File: config.mk
export PLATFORM = sky130hd
export DESIGN_NAME = spdp_front
export DESIGN_NICKNAME = d
export VERILOG_FILES = /design/src/rtl/core/spdp_pkg.sv /design/src/rtl/core/spdp_front.sv
export SDC_FILE = /design/constraint.sdc
export NUM_CORES = 1
export LEC_CHECK = 0
export BUFFER_PORTS_ARGS = -buffer_cell sky130_fd_sc_hd__buf_2
export CORE_ASPECT_RATIO = 1.5
export CORE_UTILIZATION = 45
export CTS_CLUSTER_DIAMETER = 80
export DETAILED_ROUTE_END_ITERATION = 10
export PLACE_DENSITY = 0.68
export REMOVE_ABC_BUFFERS = 1
export SLEW_MARGIN = 20
export SYNTH_ARGS = -nofsm -noshare
export SYNTH_HDL_FRONTEND = slang
export SYNTH_SLANG_ARGS = --single-unit
File: constraint.sdc
create_clock -name clk -period 2.6 [get_ports clk]
set_clock_uncertainty 0.15 [all_clocks]
set_input_delay 0.26 -clock clk [delete_from_list [all_inputs] [get_ports clk]]
set_output_delay 0.26 -clock clk [all_outputs]
set_load 0.05 [all_outputs]
File: src/rtl/core/spdp_pkg.sv
// ----------------------------------------------------------------------------
// spdp_pkg
// Types, codes and constants shared by the sample player modules.
// ----------------------------------------------------------------------------
package spdp_pkg;

  localparam int SAMPLE_DEPTH = 4096;
  localparam int ADDR_W       = $clog2(SAMPLE_DEPTH);

  localparam int LEN_W    = 13;
  localparam int PERIOD_W = 17;
  localparam int POS_W    = 13;
  localparam int LEVEL_W  = 12;
  localparam int SMP_W    = 8;

  // The queue depth must be a power of two; pointers wrap naturally.
  localparam int QUEUE_DEPTH = 4;
  localparam int QPTR_W      = $clog2(QUEUE_DEPTH);
  localparam int QCNT_W      = $clog2(QUEUE_DEPTH + 1);

  // Action codes of an input item.
  localparam logic [1:0] ACT_TICK     = 2'd0;
  localparam logic [1:0] ACT_CMD      = 2'd1;
  localparam logic [1:0] ACT_LOAD_DAC = 2'd2;
  localparam logic [1:0] ACT_LOAD_PWM = 2'd3;

  // Command characters.
  localparam logic [7:0] CMD_DAC     = 8'h31;
  localparam logic [7:0] CMD_PWM     = 8'h32;
  localparam logic [7:0] CMD_STOP_LO = 8'h73;
  localparam logic [7:0] CMD_STOP_UP = 8'h53;

  // Player modes.
  localparam logic [1:0] MODE_IDLE = 2'd0;
  localparam logic [1:0] MODE_DAC  = 2'd1;
  localparam logic [1:0] MODE_PWM  = 2'd2;

  // Configuration register indexes.
  localparam logic [1:0] REG_DAC_LENGTH     = 2'd0;
  localparam logic [1:0] REG_PWM_LENGTH     = 2'd1;
  localparam logic [1:0] REG_CARRIER_PERIOD = 2'd2;

  localparam logic [LEVEL_W-1:0] DAC_PARK = 12'd2048;
  localparam logic [SMP_W-1:0]   SMP_MID  = 8'd128;
  localparam logic [SMP_W-1:0]   SMP_MAX  = 8'd255;
  localparam logic [SMP_W-1:0]   SMP_MIN  = 8'd0;
  localparam logic [SMP_W-1:0]   SMP_HI   = 8'd192;
  localparam logic [SMP_W-1:0]   SMP_LO   = 8'd64;

  // Division by 255 as multiplication by 33686019, just over 2^33 / 255; exact for
  // every dividend below 2^25.
  localparam int              PROD_W      = SMP_W + PERIOD_W;
  localparam int              RECIP_W     = 26;
  localparam int              RECIP_SHIFT = 33;
  localparam logic [RECIP_W-1:0] RECIP_255 = 26'd33686019;
  localparam int              SCALED_W    = PROD_W + RECIP_W;

  typedef enum logic [2:0] {
    OP_NOP,
    OP_TICK,
    OP_PLAY_DAC,
    OP_PLAY_PWM,
    OP_STOP,
    OP_LOAD_DAC,
    OP_LOAD_PWM
  } op_t;

  typedef enum logic [1:0] {
    LVL_KEEP,
    LVL_DAC_SAMPLE,
    LVL_PWM_SAMPLE,
    LVL_PARK
  } lvl_t;

  typedef struct packed {
    op_t                op;
    logic [ADDR_W-1:0]  addr;
    logic [SMP_W-1:0]   sample;
  } q_item_t;

  typedef struct packed {
    logic [LEN_W-1:0]    dac_length;
    logic [LEN_W-1:0]    pwm_length;
    logic [PERIOD_W-1:0] carrier_period;
  } cfg_t;

  typedef struct packed {
    logic [1:0] mode;
    logic       dac_on;
    logic       pwm_on;
    logic       done;
  } stat_t;

  // Centre at mid scale, double, saturate and offset back.
  function automatic logic [SMP_W-1:0] boost(input logic [SMP_W-1:0] s);
    logic [SMP_W:0] twice;
    twice = {s, 1'b0};
    if (s >= SMP_HI) begin
      return SMP_MAX;
    end else if (s < SMP_LO) begin
      return SMP_MIN;
    end else begin
      return SMP_W'(twice - {1'b0, SMP_MID});
    end
  endfunction

endpackage

File: src/rtl/core/spdp_front.sv
// ----------------------------------------------------------------------------
// spdp_front
// Accepts input items, decodes them into operations and queues them.
// ----------------------------------------------------------------------------
module spdp_front (
  input  logic                     clk,
  input  logic                     rst,
  input  logic                     in_valid,
  output logic                     in_ready,
  input  logic [1:0]               action,
  input  logic [7:0]               command_byte,
  input  logic [11:0]              load_address,
  input  logic [7:0]               load_sample,
  output logic                     q_valid,
  output spdp_pkg::q_item_t        q_head,
  input  logic                     q_pop
);
  import spdp_pkg::*;

  q_item_t           q_mem [QUEUE_DEPTH];
  logic [QPTR_W-1:0] wr_ptr;
  logic [QPTR_W-1:0] rd_ptr;
  logic [QCNT_W-1:0] count;
  logic              push;
  logic              pop;
  op_t               op;
  logic              addr_ok;

  assign addr_ok = 32'(load_address) < SAMPLE_DEPTH;

  always_comb begin
    op = OP_NOP;
    unique case (action)
      ACT_TICK: begin
        op = OP_TICK;
      end
      ACT_CMD: begin
        unique case (command_byte) inside
          CMD_DAC:                  op = OP_PLAY_DAC;
          CMD_PWM:                  op = OP_PLAY_PWM;
          CMD_STOP_LO, CMD_STOP_UP: op = OP_STOP;
          default:                  op = OP_NOP;
        endcase
      end
      ACT_LOAD_DAC: begin
        op = addr_ok ? OP_LOAD_DAC : OP_NOP;
      end
      ACT_LOAD_PWM: begin
        op = addr_ok ? OP_LOAD_PWM : OP_NOP;
      end
      default: begin
        op = OP_NOP;
      end
    endcase
  end

  assign in_ready = count != QCNT_W'(QUEUE_DEPTH);
  assign push     = in_valid && in_ready;
  assign q_valid  = count != '0;
  assign pop      = q_pop && q_valid;
  assign q_head   = q_mem[rd_ptr];

  always_ff @(posedge clk) begin
    if (push) begin
      q_mem[wr_ptr] <= '{op: op, addr: ADDR_W'(load_address), sample: load_sample};
    end
  end

  always_ff @(posedge clk) begin
    if (rst) begin
      wr_ptr <= '0;
      rd_ptr <= '0;
      count  <= '0;
    end else begin
      if (push) begin
        wr_ptr <= wr_ptr + 1'b1;
      end
      if (pop) begin
        rd_ptr <= rd_ptr + 1'b1;
      end
      if (push && !pop) begin
        count <= count + 1'b1;
      end else if (pop && !push) begin
        count <= count - 1'b1;
      end
    end
  end

endmodule

==> metrics.md, run 1 <==
| Metric | Value |
|---|---|
| Status | `finished clean` |
| Slew HR | `75.0%` |
| Crit-path slowest cell | `mux4_1` |
| Worst slew pin tran | `~370 ps` |
| Seq/Total Area, Yosys | `between 70 and 80%` |
| Clock-pin slew on the worst setup and hold paths | `60 ps` |
| Count leader, synth | `edfxtp_1` |
| Final period utilization | `approximately nine tenths` |
| Syn Area/Cell | `approximately 22 µm²` |
| Vias in the first global route | `just under 2,000` |
| Async SR Flop Fraction | `0%` |
| Vias | `just under 2,000` |
| DR iter-0 viols | `around 120` |
| Data required, critical path | `2190 ps` |
| CTS tree | `done` |
| Fillers | `roughly 660` |
| Antenna Violating Nets Remaining | `0` |
| Synth area leader | `edfxtp_1` |
| Detail Placement HPWL | `slightly above 4000 µm` |
| Initial antenna violation count | `0` |
| Crit path time final | `~2300 ps` |
| Worst skew pair latency | `~330 ps` |
| EDFF count, synth | `roughly 90` |
| Drc violations | `0` |
| WP data arrival | `1900 ps` |
| Max-cap violations | `0` |
| CTS Buf Count | `9` |
| Crit path max fanout | `9` |
| Library cells used by synthesis | `30` |
| Crit path largest cell delay | `about 560 ps` |
| Sequential share of power | `41.7%` |
| Area Overhead vs Synth | `22.5%` |
| Lkg Pwr | `1.70 nW` |
| Switching Power | `1.69 mW` |
| Combinational power share | `about 32%` |
| Placement Cell Area | `about 4300 µm²` |
| Core area | `~8400 µm²` |
| HP Class | `input port to flop` |
| Die width | `roughly 78 µm` |
| Post-cts resize count | `0` |
| Switching share of power | `33.8%` |
| Clock network power share | `26.3%` |
| Final setup violation count | `0` |
| Num ports | `59` |
| H-tree Lvls | `3` |
| Diode count | `0` |
| Area contributors post-synth | `edfxtp_1, mux4_2, dfxtp_1` |
| Critical path, cell by cell | `buf_4, mux4_1, buf_2` |
| Die Y | `about 120 µm` |
| Fin nets | `approximately 300` |
| Num Clock Sinks | `around 100` |
| Vias/cell | `5.10` |
| Worst Path Class, Setup | `flop to primary output` |
| Fmax | `around 0.43 GHz` |
| Peak VDD IR | `about 0.00058 V` |
| Reg-to-reg startpoint | `count[0]` |
| Crit path max-delay family | `multiplexers` |
| Final Max Tran Viols | `0` |
| Post-Synthesis Cell Area | `3900 µm²` |
| Hold Fails Final Rpt | `0` |
| Pwr dens | `1050 nW/µm²` |
| Placer congestion estimate | `between 0.6 and 0.7` |
| Syn. warnings | `0` |
| Share of cells above drive strength 1 | `between 30% and 40%` |
| First-pass GRT wire length | `approximately 10000 µm` |
| Top cells by count, synth | `edfxtp_1, mux4_2, dfxtp_1, nor2_1` |
| Fin area | `4780 µm²` |
| Flops & latches, synth | `approximately 100` |
| Drt total wl | `~6400 µm` |
| Hold wc startpoint | `load_address[11]` |
| Die area | `between 9000 and 10,000 µm²` |
| Setup crit start kind | `flop` |
| Aggregate global routing overflow | `0` |
| Root Driver | `clkbuf_16` |
| Synth top area share | `70.8%` |
| Initial core utilization | `46.4%` |
| Internal Power | `roughly 3.3 mW` |
| Max clock buf depth | `2` |
| Primary FF master, synth | `edfxtp_1` |
| Critical Path Sink Type | `primary output` |
| Pin count of the biggest net entering global routing | `24` |
| Tot GR Track Use | `between 10% and 20%` |
| First drt pass iteration count | `4` |
| Port buffer count | `58` |
| Bufs and invs on worst path | `2` |
| Rows | `just over 40` |
| RSZ-0062 raised after global routing | `false` |
| Mapped Cells | `179` |
| Setup TNS | `0 ps` |
| Post-DR wirelength/cell | `about 17 µm` |
placed cells by master (no fill, tap or decap), drive strengths merged:
| cell | count |
|---|---|
| mux2 | 1 |
| nand3b | 1 |
| a21oi | 1 |
| and2 | 4 |
| nand2b | 2 |
| buf | 65 |
| ha | 5 |
| dlygate4sd3 | 16 |
| a21boi | 1 |
| a21o | 1 |
| nand2 | 4 |
| or3 | 2 |
| o311ai | 1 |
| inv | 3 |
| edfxtp | 92 |
| bufinv | 1 |
| o21ai | 3 |
| nor2 | 9 |
| fa | 1 |
| mux4 | 23 |
| nor4b | 1 |
| mux2i | 2 |
| o31ai | 1 |
| clkbuf | 12 |
| and4 | 1 |
| clkinv | 3 |
| xor2 | 5 |
| dfxtp | 9 |
stage by stage:
stage / cells / hold slack [ps] / power [mW] / util [%] / setup slack [ps]
after floorplan: 173 / 179 / 3.35 / - / 181
after global placement: 345 / 322 / 3.71 / 51.3 / 378
after detailed placement: 345 / 332 / 3.74 / 51.3 / 334
after CTS: 377 / 1.49 / 5.08 / 56.8 / 221
after global routing: 377 / 1.42 / 5.24 / 56.8 / 153
final: 377 / 9.73 / 5.01 / 56.8 / 290
worst paths after layout:
| kind | to | slack [ps] | depth (start not counted) |
|---|---|---|---|
| worst min-delay path | q_mem[2][19] | 10 | 1 |
| worst max register to register | count[2] | 340 | 8 |
| worst min register to register | wr_ptr[1] | 360 | 2 |
| worst max-delay path | q_head[9] | 290 | 3 |
routing by layer:
metal / track usage, % / part of all wire (%) / vias up
li1: - / - / 901
met1: 18.0 / 40 / 972
met2: 26.3 / 54 / 45
met3: 4.09 / 4.4 / 6
met4: 5.93 / 1.2 / 0
met5: 0 / 0 / -
cells by family (layout without fill, tap and decap cells):
logic type,after synthesis,after routing,share of synthesized area (%)
flip-flops,101,101,75.5
AND/OR/NAND/NOR,24,24,3.24
buffers and inverters,9,100,1.96
multiplexers,26,26,14.4
XOR/XNOR,5,5,1.12
AO/OA/AOI/OAI,8,8,1.73
adder cells (fa/ha/maj),6,6,2.12
power groups by stage:
stage / clock network (mW) / logic (mW) / registers, mW
after floorplan: 0 / 1.19 / 2.15
after global placement: 0 / 1.60 / 2.11
after global routing: 1.42 / 1.70 / 2.11
after detailed placement: 0 / 1.61 / 2.13
after CTS: 1.35 / 1.63 / 2.10
final: 1.32 / 1.61 / 2.09
final cells by class:
class,count,area [µm²],area share (%)
clock inverters,4,45.0,0.943
clock buffers,12,258,5.40
inverters,3,11.3,0.236
repair buffers,81,503,10.5
flip-flops and latches,101,2940,61.6
multi-input cells,69,881,18.4
well taps,107,134,2.80
flip-flops by register name (all words and copies together) (netlist names), named ones only:
| signal | cells |
|---|---|
| count | 3 |
| wr_ptr | 2 |
| q_mem | 92 |
| rd_ptr | 2 |
timing repair:
action,in CTS,in global routing
hold buffers,16,0
setup buffers,0,0
endpoints found under the hold margin,63,0
(Power assumes the default switching activity.)
==> run 2: changes to the inputs <==
- CORE_UTILIZATION: 45 -> 40
- PLACE_DENSITY: 0.68 -> 0.62
==> metrics.md, run 2 (same netlist as run 1, synthesis figures left out) <==
| Metric | Value |
|---|---|
| RSZ-0062 raised after global routing | `false (unchanged)` |
| Post-layout utilization of the core | `51.3% (was 56.8%)` |
| Die area | `10,200 µm² (was 9050 µm²)` |
| Hold Fails Final Rpt | `0 (unchanged)` |
| Hold slack | `62.9 ps (was 9.73 ps)` |
| Die Y | `123 µm (was 116 µm)` |
| Placed cells | `350 (was 345)` |
| Tot GR Track Use | `14.2% (was 15.1%)` |
| Core area | `9360 µm² (was 8410 µm²)` |
| Root Driver | `clkbuf_16 (unchanged)` |
| Vias | `1,918 (was 1,924)` |
| Worst slew pin tran | `353 ps (was 369 ps)` |
| Clock-pin slew on the worst setup and hold paths | `60 ps (about the same)` |
| Worst skew pair latency | `330 ps (about the same)` |
| Initial antenna violation count | `0 (unchanged)` |
| Drt total wl | `6310 µm (was 6390 µm)` |
| First drt pass iteration count | `4 (unchanged)` |
| Drc violations | `0 (unchanged)` |
| Most frequent cells in the layout | `edfxtp_1, buf_2, mux4_2, dlygate4sd3_1, clkbuf_16 (was edfxtp_1, buf_2, mux4_2)` |
| DR iter-0 viols | `115 (was 118)` |
| Final setup violation count | `0 (unchanged)` |
| Detail Placement HPWL | `3940 µm (was 4030 µm)` |
| Data required, critical path | `2190 ps (about the same)` |
| Pwr dens | `1020 nW/µm² (was 1050 nW/µm²)` |
| H-tree Lvls | `3 (unchanged)` |
| Fin nets | `309 (was 305)` |
| Largest regs | `q_mem x92, count x3 (unchanged)` |
| Initial core utilization | `41.7% (was 46.4%)` |
| Setup TNS | `0 ps (unchanged)` |
| Status | `finished clean (unchanged)` |
| Final period utilization | `88.8% (about the same)` |
| Area Overhead vs Synth | `23.2% (was 22.5%)` |
| Peak VDD IR | `0.000597 V (was 0.000580 V)` |
| Vias in the first global route | `1,970 (was 1,944)` |
| Aggregate global routing overflow | `0 (unchanged)` |
| Lkg Pwr | `1.70 nW (about the same)` |
| Rows | `43 (was 41)` |
| Diode count | `0 (unchanged)` |
| Fmax | `0.433 GHz (about the same)` |
| Port buffer count | `58 (unchanged)` |
| Crit path max fanout | `9 (unchanged)` |
| First-pass GRT wire length | `9940 µm (was 9760 µm)` |
| Num ports | `59 (unchanged)` |
| Post-route insts no fill | `386 (was 377)` |
| Placement Cell Area | `4330 µm² (was 4310 µm²)` |
| Die width | `82.6 µm (was 78.0 µm)` |
| Max reg flops | `92 (unchanged)` |
| Critical Path Sink Type | `primary output (unchanged)` |
| Reg with most FFs | `q_mem (unchanged)` |
| Placer congestion estimate | `0.680 (was 0.654)` |
| WP data arrival | `1900 ps (about the same)` |
| Max-cap violations | `0 (unchanged)` |
| Slew HR | `76.2% (was 75.0%)` |
| HP Class | `input port to flop (unchanged)` |
| CTS tree | `done (unchanged)` |
| Pin count of the biggest net entering global routing | `24 (unchanged)` |
| Crit path time final | `2310 ps (about the same)` |
| Setup crit start kind | `flop (unchanged)` |
| CTS Buf Count | `9 (unchanged)` |
| Antenna Violating Nets Remaining | `0 (unchanged)` |
| Vias/cell | `4.97 (was 5.10)` |
| Max clock buf depth | `2 (unchanged)` |
| Post-CTS Setup Bufs | `0 (unchanged)` |
| Num Clock Sinks | `101 (unchanged)` |
| Share of cells above drive strength 1 | `37.6% (was 38.1%)` |
| Most common cell after layout, fill and taps aside | `edfxtp_1 (unchanged)` |
| Post-DR wirelength/cell | `16.4 µm (was 16.9 µm)` |
| Final Max Tran Viols | `0 (unchanged)` |
| Fin area | `4810 µm² (was 4780 µm²)` |
| Post-cts resize count | `0 (unchanged)` |
| Worst Path Class, Setup | `flop to primary output (unchanged)` |
-- run 2: changes by cell type in the layout (fill, tap and decap cells not counted) --
| cell | previous run | this run |
|---|---|---|
| clkinv_1 | 0 | 2 |
| inv_6 | 0 | 2 |
| buf_12 | 0 | 1 |
| clkbuf_16 | 10 | 9 |
| clkinvlp_4 | 0 | 2 |
| clkinv_4 | 0 | 1 |
| buf_4 | 7 | 6 |
| clkinv_2 | 3 | 0 |
| bufinv_16 | 1 | 0 |
| clkbuf_1 | 2 | 0 |
| dlygate4sd3_1 | 16 | 20 |
-- run 2: area by class of cell --
type / count / area [µm²]
Sequential cell: 101 / 2940
Fill cell: 812 / 4560
Tap cell: 112 / 140
Clock buffer: 9 / 225
Clock inverter: 7 / 48.8
Multi-Input combinational cell: 69 / 881
Timing Repair Buffer: 85 / 556
Inverter: 3 / 11.3
-- run 2: layer usage --
| metal | GRT usage [%] | up-vias | wire (µm) |
|---|---|---|---|
| li1 | - | 904 | - |
| met1 | 15.2 | 968 | 2430 |
| met2 | 25.4 | 36 | 3530 |
| met3 | 4.21 | 10 | 261 |
| met4 | 6.14 | 0 | 97 |
| met5 | 0 | - | 0 |
-- run 2: metrics by stage --
stage          setup WS [ps]  total power, mW
6_report                 292             4.92
5_1_grt                  166             5.15
4_1_cts                  239             4.99
3_5_place_dp             318             3.76
3_3_place_gp             376             3.75
2_1_floorplan            181             3.35
-- run 2: where the power goes --
group	internal (mW)	total, mW	switching (mW)
logic	0.563	1.63	1.07
registers	1.98	2.09	0.113
clock network	0.649	1.20	0.552
total	3.19	4.92	1.73
-- run 2: critical path, cell delays in order, from the launching register on --
cell and delay (ps):
dfxtp_2 550, buf_4 260, mux4_2 520, buf_2 230
-- run 2: path summary, 6_finish.rpt --
check / start / endpoint / slack [ps] / cells past startpoint
worst min-delay path: rst / count[2] / 60 / 2
worst min register to register: wr_ptr[1] / wr_ptr[1] / 370 / 2
worst max register to register: count[0] / count[2] / 290 / 8
worst max-delay path: flop / q_head[3] / 290 / 3
-- run 2: repair_timing --
action	4_1_cts	5_1_grt
hold buffers	20	0
endpoints found under the setup margin	0	0
hold endpoints to repair	80	0
